$ cat src/rtl/sfir_pkg.sv
`timescale 1ns / 1ps
// ----------------------------------------------------------------------------
// sfir_pkg
// Shared constants and types for the symmetric 11-tap FIR filter.
// ----------------------------------------------------------------------------
package sfir_pkg;

  localparam int TAPS            = 11;
  localparam int DEPTH           = TAPS - 1;
  localparam int MID_TAP         = (TAPS - 1) / 2;
  localparam int NUM_COEF        = MID_TAP + 1;
  localparam int COEF_W          = 16;
  localparam int OUT_W           = 32;
  localparam int CFG_IDX_W       = 3;
  localparam int SAMPLE_BITS_DEF = 12;

  typedef enum logic [CFG_IDX_W-1:0] {
    CFG_COEF_END   = 3'd0,
    CFG_COEF_ONE   = 3'd1,
    CFG_COEF_TWO   = 3'd2,
    CFG_COEF_THREE = 3'd3,
    CFG_COEF_FOUR  = 3'd4,
    CFG_COEF_MID   = 3'd5
  } cfg_idx_e;

  // Low-pass design rounded to Q1.15
  localparam logic signed [COEF_W-1:0] COEF_RESET [NUM_COEF] = '{
    16'sd0, 16'sd621, 16'sd2256, 16'sd4287, 16'sd5937, 16'sd6568
  };

endpackage

$ cat src/rtl/sfir_if.sv
`timescale 1ns / 1ps
// ----------------------------------------------------------------------------
// sfir_if
// Handshake channels of the FIR filter: sample input, result output and
// coefficient write port.
// ----------------------------------------------------------------------------
interface sfir_in_if #(
  parameter int SAMPLE_BITS = sfir_pkg::SAMPLE_BITS_DEF
);
  logic                   valid;
  logic                   ready;
  logic [SAMPLE_BITS-1:0] sample;

  modport source (output valid, output sample, input ready);
  modport sink   (input valid, input sample, output ready);
endinterface

interface sfir_out_if;
  import sfir_pkg::*;
  logic                    valid;
  logic                    ready;
  logic signed [OUT_W-1:0] filtered;

  modport source (output valid, output filtered, input ready);
  modport sink   (input valid, input filtered, output ready);
endinterface

interface sfir_cfg_if;
  import sfir_pkg::*;
  logic                 valid;
  logic                 ready;
  logic [CFG_IDX_W-1:0] index;
  logic [COEF_W-1:0]    data;

  modport source (output valid, output index, output data, input ready);
  modport sink   (input valid, input index, input data, output ready);
endinterface

$ cat src/rtl/sfir_ram.sv
`timescale 1ns / 1ps
// ----------------------------------------------------------------------------
// sfir_ram
// Generic simple dual-port RAM, one write and one registered read port.
// ----------------------------------------------------------------------------
module sfir_ram #(
  parameter int WIDTH = 12,
  parameter int DEPTH = 10,
  localparam int ADDR_W = (DEPTH > 1) ? $clog2(DEPTH) : 1
) (
  input  logic              clk_i,
  input  logic              we_i,
  input  logic [ADDR_W-1:0] waddr_i,
  input  logic [WIDTH-1:0]  wdata_i,
  input  logic              re_i,
  input  logic [ADDR_W-1:0] raddr_i,
  output logic [WIDTH-1:0]  rdata_o
);

  logic [WIDTH-1:0] mem_q [DEPTH];
  logic [WIDTH-1:0] rdata_q;

  always_ff @(posedge clk_i) begin
    if (we_i) begin
      mem_q[waddr_i] <= wdata_i;
    end
    if (re_i) begin
      rdata_q <= mem_q[raddr_i];
    end
  end

  assign rdata_o = rdata_q;

endmodule

$ cat src/rtl/symmetric_fir_11tap.sv
`timescale 1ns / 1ps
// ----------------------------------------------------------------------------
// symmetric_fir_11tap
// Symmetric 11-tap FIR filter with one shared multiply-accumulate.
// ----------------------------------------------------------------------------
// Each accepted sample is filtered with the ten stored samples in a circular
// RAM. One multiplier walks the eleven taps, one per cycle, and the result is
// registered before the next sample is taken: one sample is filtered at a
// time, since the single RAM read port and the shared multiplier serve every
// tap. The finished result sits in an output register, so the next sample is
// accepted while it waits to be taken. Coefficient writes are always taken;
// writes to indexes past the center tap are dropped. The delay line reads as
// zero after reset without a clearing pass.
module symmetric_fir_11tap #(
  parameter int SAMPLE_BITS = sfir_pkg::SAMPLE_BITS_DEF
) (
  input  logic      clk_i,
  input  logic      rst_ni,
  sfir_in_if.sink   in_i,
  sfir_out_if.source out_o,
  sfir_cfg_if.sink  cfg_i
);
  import sfir_pkg::*;

  localparam int ADDR_W = (DEPTH > 1) ? $clog2(DEPTH) : 1;
  localparam int CNT_W  = $clog2(TAPS);
  localparam int PROD_W = COEF_W + SAMPLE_BITS + 1;

  typedef enum logic [2:0] {
    ST_IDLE = 3'b001,
    ST_RUN  = 3'b010,
    ST_DONE = 3'b100
  } state_e;

  state_e state_q, state_d;

  logic signed [COEF_W-1:0] coef_q [NUM_COEF];
  logic [DEPTH-1:0]         valid_q;
  logic [ADDR_W-1:0]        head_q, rd_addr_q;
  logic [CNT_W-1:0]         cnt_q;
  logic                     issue_q;
  logic [SAMPLE_BITS-1:0]   sample_q;

  logic                     s1_v_q, s1_hit_q;
  logic [CNT_W-1:0]         s1_tap_q;
  logic                     prod_v_q, prod_last_q;
  logic signed [PROD_W-1:0] prod_q;
  logic signed [OUT_W-1:0]  acc_q;

  logic                     out_valid_q;
  logic signed [OUT_W-1:0]  filtered_q;

  logic                     in_fire, rd_en, out_free, finish;
  logic [ADDR_W-1:0]        wr_addr, rd_addr_dec;
  logic [SAMPLE_BITS-1:0]   ram_rdata, operand;
  logic [CNT_W-1:0]         mirror, coef_idx;
  logic signed [COEF_W-1:0] coef_sel;
  logic signed [PROD_W-1:0] prod_d;

  assign in_i.ready  = (state_q == ST_IDLE);
  assign in_fire     = in_i.valid && in_i.ready;
  assign cfg_i.ready = 1'b1;

  assign out_free = !out_valid_q || out_o.ready;
  assign finish   = (state_q == ST_DONE) && out_free;
  assign rd_en    = issue_q && (cnt_q != '0);

  assign wr_addr     = (head_q == ADDR_W'(DEPTH - 1)) ? '0 : head_q + ADDR_W'(1);
  assign rd_addr_dec = (rd_addr_q == '0) ? ADDR_W'(DEPTH - 1) : rd_addr_q - ADDR_W'(1);

  sfir_ram #(
    .WIDTH (SAMPLE_BITS),
    .DEPTH (DEPTH)
  ) u_delay_ram (
    .clk_i   (clk_i),
    .we_i    (finish),
    .waddr_i (wr_addr),
    .wdata_i (sample_q),
    .re_i    (rd_en),
    .raddr_i (rd_addr_q),
    .rdata_o (ram_rdata)
  );

  // Taps k and TAPS-1-k share one coefficient
  always_comb begin
    mirror   = CNT_W'(TAPS - 1) - s1_tap_q;
    coef_idx = (s1_tap_q <= CNT_W'(MID_TAP)) ? s1_tap_q : mirror;
    coef_sel = coef_q[coef_idx[CFG_IDX_W-1:0]];
    if (s1_tap_q == '0) begin
      operand = sample_q;
    end else if (s1_hit_q) begin
      operand = ram_rdata;
    end else begin
      operand = '0;
    end
    prod_d = PROD_W'(coef_sel * $signed({1'b0, operand}));
  end

  always_comb begin
    state_d = state_q;
    case (state_q)
      ST_IDLE: begin
        if (in_fire) begin
          state_d = ST_RUN;
        end
      end
      ST_RUN: begin
        if (prod_v_q && prod_last_q) begin
          state_d = ST_DONE;
        end
      end
      ST_DONE: begin
        if (out_free) begin
          state_d = ST_IDLE;
        end
      end
      default: state_d = ST_IDLE;
    endcase
  end

  always_ff @(posedge clk_i or negedge rst_ni) begin
    if (!rst_ni) begin
      state_q     <= ST_IDLE;
      valid_q     <= '0;
      head_q      <= '0;
      cnt_q       <= '0;
      issue_q     <= 1'b0;
      s1_v_q      <= 1'b0;
      prod_v_q    <= 1'b0;
      prod_last_q <= 1'b0;
      out_valid_q <= 1'b0;
      for (int i = 0; i < NUM_COEF; i++) begin
        coef_q[i] <= COEF_RESET[i];
      end
    end else begin
      state_q <= state_d;

      if (cfg_i.valid && (cfg_i.index <= CFG_IDX_W'(CFG_COEF_MID))) begin
        coef_q[cfg_i.index] <= $signed(cfg_i.data);
      end

      // Walk the taps: tap 0 from the held sample, the rest from RAM
      if (in_fire) begin
        issue_q <= 1'b1;
        cnt_q   <= '0;
      end else if (issue_q) begin
        cnt_q <= cnt_q + CNT_W'(1);
        if (cnt_q == CNT_W'(TAPS - 1)) begin
          issue_q <= 1'b0;
        end
      end

      s1_v_q      <= issue_q;
      prod_v_q    <= s1_v_q;
      prod_last_q <= s1_v_q && (s1_tap_q == CNT_W'(TAPS - 1));

      if (finish) begin
        valid_q[wr_addr] <= 1'b1;
        head_q           <= wr_addr;
        out_valid_q      <= 1'b1;
      end else if (out_o.ready) begin
        out_valid_q <= 1'b0;
      end
    end
  end

  // Datapath registers, no reset needed
  always_ff @(posedge clk_i) begin
    if (in_fire) begin
      sample_q  <= in_i.sample;
      rd_addr_q <= head_q;
    end else if (rd_en) begin
      rd_addr_q <= rd_addr_dec;
    end

    s1_tap_q <= cnt_q;
    s1_hit_q <= valid_q[rd_addr_q];
    prod_q   <= prod_d;

    if (in_fire) begin
      acc_q <= '0;
    end else if (prod_v_q) begin
      acc_q <= acc_q + OUT_W'(prod_q);
    end

    if (finish) begin
      filtered_q <= acc_q;
    end
  end

  assign out_o.valid    = out_valid_q;
  assign out_o.filtered = filtered_q;

endmodule
$ cat src/flat_wrapper.sv
// flat-port wrapper written by rule: the top's interface ports become plain ports
module symmetric_fir_11tap_flat import sfir_pkg::*;
#(
  parameter int SAMPLE_BITS = sfir_pkg::SAMPLE_BITS_DEF
)
  (clk_i, rst_ni, in_i_valid, in_i_sample, in_i_ready, out_o_valid, out_o_filtered, out_o_ready, cfg_i_valid, cfg_i_index, cfg_i_data, cfg_i_ready);
  sfir_in_if #(.SAMPLE_BITS(SAMPLE_BITS)) in_i_i ();
  sfir_out_if out_o_i ();
  sfir_cfg_if cfg_i_i ();
  input  logic clk_i;
  input  logic rst_ni;
  input wire logic [$bits(in_i_i.valid)-1:0] in_i_valid;
  input wire logic [$bits(in_i_i.sample)-1:0] in_i_sample;
  output wire logic [$bits(in_i_i.ready)-1:0] in_i_ready;
  output wire logic [$bits(out_o_i.valid)-1:0] out_o_valid;
  output wire logic [$bits(out_o_i.filtered)-1:0] out_o_filtered;
  input wire logic [$bits(out_o_i.ready)-1:0] out_o_ready;
  input wire logic [$bits(cfg_i_i.valid)-1:0] cfg_i_valid;
  input wire logic [$bits(cfg_i_i.index)-1:0] cfg_i_index;
  input wire logic [$bits(cfg_i_i.data)-1:0] cfg_i_data;
  output wire logic [$bits(cfg_i_i.ready)-1:0] cfg_i_ready;
  assign in_i_i.valid = in_i_valid;
  assign in_i_i.sample = in_i_sample;
  assign in_i_ready = in_i_i.ready;
  assign out_o_valid = out_o_i.valid;
  assign out_o_filtered = out_o_i.filtered;
  assign out_o_i.ready = out_o_ready;
  assign cfg_i_i.valid = cfg_i_valid;
  assign cfg_i_i.index = cfg_i_index;
  assign cfg_i_i.data = cfg_i_data;
  assign cfg_i_ready = cfg_i_i.ready;
  symmetric_fir_11tap #(.SAMPLE_BITS(SAMPLE_BITS)) u_core (.clk_i(clk_i), .rst_ni(rst_ni), .in_i(in_i_i), .out_o(out_o_i), .cfg_i(cfg_i_i));
endmodule
$ cat config.mk
export PLATFORM = sky130hd
export DESIGN_NAME = symmetric_fir_11tap_flat
export DESIGN_NICKNAME = d
export VERILOG_FILES = /design/src/rtl/sfir_pkg.sv /design/src/rtl/sfir_if.sv /design/src/rtl/sfir_ram.sv /design/src/rtl/symmetric_fir_11tap.sv /design/src/flat_wrapper.sv
export SDC_FILE = /design/constraint.sdc
export NUM_CORES = 1
export LEC_CHECK = 0
export ABC_AREA = 0
export BUFFER_PORTS_ARGS = -buffer_cell sky130_fd_sc_hd__buf_2
export CORE_MARGIN = 2
export CORE_UTILIZATION = 45
export CTS_BUF_LIST = sky130_fd_sc_hd__clkbuf_2
export DETAILED_ROUTE_END_ITERATION = 6
export RECOVER_POWER = 100
export SYNTH_ARGS = -nofsm -noshare
export SYNTH_HDL_FRONTEND = slang
export SYNTH_HIERARCHICAL = 1
export SYNTH_SLANG_ARGS = --single-unit
$ cat constraint.sdc
create_clock -name clk_i -period 11.4 [get_ports clk_i]
set_clock_uncertainty 0.15 [all_clocks]
set_input_delay 1.14 -clock clk_i [delete_from_list [all_inputs] [get_ports clk_i]]
set_output_delay 1.14 -clock clk_i [all_outputs]
set_load 0.03 [all_outputs]
Yosys cells after proc, flatten, opt, wreduce, memory -nomap -nowiden
Memories as Yosys holds them, arrays and structs flattened. A register that Yosys moved wholly into a read port is not among the register bits. Cells that the tools add are included.

$add $sub $neg: 5. $mul: 1. Order comparisons: 8. Equal/unequal tests: 9. Muxes and demuxes: 30. Bitwise gates (word level): 3. Reduce and logical (&&, ||, !) cells: 17.

Operator list (number): bitwise mux 96 bit (1); binary-select mux 16 bit (select 3 bit) (1); demux 16 bit (select 3 bit) (1); two-way mux 16 bit (3); adder 32 x 29 -> 32 bit (1); multiplier 16 x 13 -> 29 bit (1); two-way mux 12 bit (2); two-way mux 4 bit (6); equality test 4 bit (second input constant) (3); two-way mux 3 bit (4); less-than comparator 4 x 5 -> 1 bit (second input constant) (2); OR 10 bit (1); two-way mux 1 bit (9); case mux 3 bit (3 select lines) (1); adder 4 x 1 -> 4 bit (second input constant) (2); >= comparator 4 bit (second input constant) (2); logical AND 1 bit (8); logical NOT 4 bit (2); NOT 3 -> 4 bit (2); nonzero test 2 bit (3); binary-select mux 1 bit (select 4 bit) (1); demux 1 bit (select 4 bit) (1); >= comparator 4 x 1 -> 1 bit (second input constant) (1); less-or-equal comparator 4 x 3 -> 1 bit (second input constant) (1); 13 further kinds (14).

Flip-flop bits (word level): 236. Memory bits (writable): 120. Bits of input ports: 36. Output and inout port bits: 35. Memories: 1.

Memory list: u_core.u_delay_ram.mem_q (depth 10, bits a word 12, rd ports 1, clocked after Yosys merged registers in 1, wr ports 1, RTL line sfir_ram.sv:20) `logic [WIDTH-1:0] mem_q [DEPTH];`.

Depth between registers and ports, before layout
Word-level depth: 7. Depth in mapped cells: 31.

By module
Netlist, hierarchy kept.

Modules (own cells, without submodules): symmetric_fir_11tap (instances 1, cells each 1713, area an instance 17802.1 sq um); sfir_ram (instances 1, cells each 273, area an instance 5172.5 sq um).

Worst setup path before layout
No wires, ideal clock.

Path type: reg-to-reg. Start: reg u_core.s1_tap_q[0]. End: reg u_core.prod_q[28]. Setup time: 0.128 ns. Arrival time: 6.818 ns. Data required time: 11.122 ns. Slack: 4.304 ns. Cell stages (with the launch flop): 29. Path buffers: 2. Cell sequence: dfxtp_1 -> inv_1 -> ha_1 -> nor2_1 -> o21ai_0 -> a22oi_2 -> nand2b_1 -> clkbuf_1 -> clkbuf_1 -> o21a_1 -> nor2_1 -> fa_1 -> inv_1 -> fa_1 -> inv_1 -> fa_1 -> fa_1 -> inv_1 -> fa_1 -> inv_1 -> ha_1 -> a21o_1 -> a21oi_1 -> o21ai_0 -> or3_1 -> o311a_1 -> o21ai_2 -> mux2i_1 -> nand4_1.

Word-level cells in the longest chain between the ends: 7.

RTL lines: start: declaration (RTL line symmetric_fir_11tap.sv:45) `logic [CNT_W-1:0] s1_tap_q;`; start signal: assignment (RTL line symmetric_fir_11tap.sv:176) `s1_tap_q <= cnt_q;`; less-or-equal comparator 4 x 3 -> 1 bit / subtractor 2 x 3 -> 3 bit (equally long branches) (RTL line symmetric_fir_11tap.sv:87, symmetric_fir_11tap.sv:86); two-way mux 3 bit (RTL line symmetric_fir_11tap.sv:87) `coef_idx = (s1_tap_q <= CNT_W'(MID_TAP)) ? s1_tap_q : mirror;`; NOT 3 -> 4 bit (not written as such) (RTL line symmetric_fir_11tap.sv:88) `coef_sel = coef_q[coef_idx[CFG_IDX_W-1:0]];`; binary-select mux 16 bit (select 3 bit) (RTL line symmetric_fir_11tap.sv:88); two-way mux 16 bit (not written as such) (2 in series) (RTL line symmetric_fir_11tap.sv:88); multiplier 16 x 13 -> 29 bit * (RTL line symmetric_fir_11tap.sv:96) `prod_d = PROD_W'(coef_sel * $signed({1'b0, operand}));`; via u_core.prod_d[28] (RTL line symmetric_fir_11tap.sv:58) `logic signed [PROD_W-1:0] prod_d;`; end signal: assignment (RTL line symmetric_fir_11tap.sv:178) `prod_q <= prod_d;`; end: declaration (RTL line symmetric_fir_11tap.sv:47) `logic signed [PROD_W-1:0] prod_q;`.

The timed path passes the listed nets; every way through them passes the cells marked *. The select of a mux whose other input is x is not followed. A chain may end at the register's enable or synchronous reset.

Final worst setup path
Ends and elaborated chain as after synthesis.

==> run metrics <==
status=finished with violations; failing checks=capacitance limit, slew limit; Worst setup EP type=flop; syn_area_per_cell=11.6 µm²; RSZ-0062 raised after global routing=false; final setup vio count=0; top cells by area, synth=edfxtp_1, fa_1, dfrtp_1, mux2_2, dfxtp_1; largest stage delay on the critical path=just over 1000 ps; Synth warnings=6; Filler cells=4,684; Num CTS Buffers=96; Post-CTS Setup Bufs=0; DRC=0; fraction of layout cells with a size suffix above 1=about a fifth; Worst Path Required=12,130 ps; Final Hold Viols=0; EDFF count, synth=between 150 and 200; Relative slew margins=-163%; synthesized instance count=slightly below 2k; initial antenna violation count=1; Detail Route Antenna Nets=0; P&R area growth vs syn=8.88%; # clock sinks=around 370; CP max FO=32; initial drt markers=957; top cell family by delay on the critical path=compound AO/OA/AOI/OAI gates; worst-case reg-to-reg path depth=28; routed vias=15.1k; Max-Cap Viols=8; Hold Crit Class=reg -> reg; Die W=approximately 230 µm; largest net degree at the start of global routing=around 70; Cell variety after synth=85; Post-Syn Nets=approximately 2.3k; GRT Resource Usage Total=between 20% and 30%; H-Tree Depth=3; Main synth FF type=edfxtp_1; initial core utilization=45.7%; crit path launch type=flop; number of gates resized after CTS=0; root buffer cell=clkbuf_2; first-pass GRT wire length=roughly 85,000 µm; Slowest cell on crit path=a22oi_1; critical path class=reg -> reg; WP depth=28; TritonRoute pass-1 iters=5; port bufs=a little under 70; fin crit share=84.0%; Seq/Total Area, Yosys=42.7%; clock latency on the worst-skew pair=approximately 1100 ps; area leader, netlist=edfxtp_1; GPL Wtd Cong=just under 0.9; Final Util=about half; Post-Syn Area=~23,000 µm²; dpl hpwl=36,600 µm; clock buffer depth=3; vias in the first global route=roughly 16k; #FFs+latches synth=about 370; crit path buf inv count=6; total gr overflow=0; actual slew at the worst max-slew pin=around 3900 ps; standard-cell rows=82; Boundary Pins=71; Total Neg Setup Slack=0 ps; fin nets=2,449; Synth top area share=23.5%; CTS tree=built; Vias/cell=5.25; cell count of the worst hold path=0; drt wl/cell=about 18 µm; Slew Viols, Final=353; Die Area=between 50,000 and 60,000 µm²; minimum clock period=between 9000 and 10,000 ps; Core ar.=50,300 µm²; Worst Path Arrival=just over 10,000 ps; CTS clk-pin slew, worst paths=approximately 130 ps; Synth async-reset ratio=about a third; total wire length=51,700 µm; achievable clock frequency=approximately 100 MHz; Die Ht=between 200 and 250 µm
-- worst paths after layout --
kind / startpoint / end / slack, ps
max in group asynchronous: rst_ni / u_core/coef_q[51]$_DFFE_PN0P_ / 5140
max: u_core/s1_tap_q[0]$_DFF_P_ / u_core/prod_q[28]$_DFF_P_ / 1820
min: u_core/s1_v_q$_DFF_PN0_ / u_core/prod_v_q$_DFF_PN0_ / 220
min in group asynchronous: rst_ni / u_core/valid_q[6]$_DFFE_PN0P_ / 1840
max reg2reg: u_core/s1_tap_q[0]$_DFF_P_ / u_core/prod_q[28]$_DFF_P_ / 1820
min reg2reg: u_core/s1_v_q$_DFF_PN0_ / u_core/prod_v_q$_DFF_PN0_ / 220
-- registers in the layout (all words and copies together) (netlist names) --
signal and flops:
u_core/s1_tap_q 4, u_core/cnt_q 4, u_core/rd_addr_q 4, u_core/prod_v_q 1, u_core/out_o.valid 1, u_core/u_delay_ram/rdata_o 12
u_core/s1_hit_q 1, u_core/out_o.filtered 32, u_core/prod_q 29, u_core/valid_q 10, u_core/issue_q 1, u_core/coef_q 96
u_core/acc_q 32, u_core/state_q 3, u_core/prod_last_q 1, u_core/sample_q 12, u_core/s1_v_q 1, u_core/u_delay_ram/mem_q 120
u_core/head_q 4
-- logic make-up (layout without fill, tap and decap cells) --
group                    count (synthesis)  count (layout)  share of synthesized area [%]
other                                    1               2                         0.0163
buffers and inverters                  337             561                           5.84
XOR/XNOR                                57              57                           2.17
flip-flops                             368             368                           42.7
adder cells (fa/ha/maj)                284             284                           21.3
AND/OR/NAND/NOR                        457             457                           9.08
multiplexers                           210             210                           10.8
AO/OA/AOI/OAI                          272             272                           8.03
-- layout make-up --
type | instances | area (µm²) | area share (%)
diodes | 1 | 2.50 | 0.0100
flip-flops and latches | 368 | 9820 | 39.3
multi-input cells | 1281 | 11800 | 47.2
clock inverters | 31 | 216 | 0.865
repair buffers | 108 | 554 | 2.22
inverters | 274 | 1030 | 4.11
well taps | 672 | 841 | 3.36
clock buffers | 148 | 741 | 2.96
-- placed cells by master, fill, tap and decap left out, types with 15 or more instances in the layout --
cell type	synthesis	routed
nand3_1	15	15
clkbuf_1	48	55
clkinv_1	2	22
xnor2_1	40	40
xor2_1	17	17
a21o_1	30	30
fa_1	179	179
mux4_2	17	17
and3_1	18	18
nor3_1	22	22
dfxtp_1	66	65
o21ai_0	53	55
dfrtp_1	90	90
inv_1	272	271
mux2_2	133	133
nor2_1	161	161
dfstp_2	32	31
nand2_1	159	159
mux2i_1	60	60
edfxtp_1	180	180
nand2b_1	18	18
a21oi_1	59	57
ha_1	105	105
buf_2	5	33
clkbuf_2	0	148
o21a_1	20	20
-- layer usage --
metal	share of wire, %	up-vias	GRT usage [%]
met4	2.2	0	6.25
met2	47	398	33.2
met5	0	-	0
met1	45	7601	27.2
met3	5.4	83	4.13
li1	-	7064	-
-- synth_stat cells, types with 4 or more instances --
library cell  instances
inv_1               272
edfxtp_1            180
fa_1                179
nor2_1              161
nand2_1             159
mux2_2              133
ha_1                105
dfrtp_1              90
dfxtp_1              66
mux2i_1              60
a21oi_1              59
o21ai_0              53
clkbuf_1             48
xnor2_1              40
dfstp_2              32
a21o_1               30
nor3_1               22
o21a_1               20
and3_1               18
nand2b_1             18
mux4_2               17
xor2_1               17
nand3_1              15
o22ai_1              13
o21ai_1              12
a22o_1               11
o21bai_1              9
or2_2                 9
nor2b_1               8
o31ai_1               8
a211oi_1              7
nand3b_1              7
and2_1                5
buf_2                 5
o31ai_2               5
a31oi_1               4
buf_6                 4
nand4_1               4
nor3b_1               4
nor4_1                4
o211ai_1              4
or3_1                 4
-- metrics by stage --
step / instances / worst slack, ps / hold WS, ps / cell area [µm²]
6_report: 2883 / 1820 / 224 / 25000
5_1_grt: 2883 / 1060 / 140 / 25000
4_1_cts: 2882 / 2560 / 85.3 / 25200
3_5_place_dp: 2690 / 2630 / 206 / 24100
3_3_place_gp: 2690 / 2780 / 210 / 24100
2_1_floorplan: 1986 / 4300 / 197 / 23000
-- timing repair --
action | in CTS | in global routing
hold buffers | 13 | 0
endpoints found under the setup margin | 0 | 0
endpoints found under the hold margin | 67 | 0
Power is left out: the tool's default activity adds up to more than one toggle a clock period on the data nets, which glitch-free logic cannot reach.
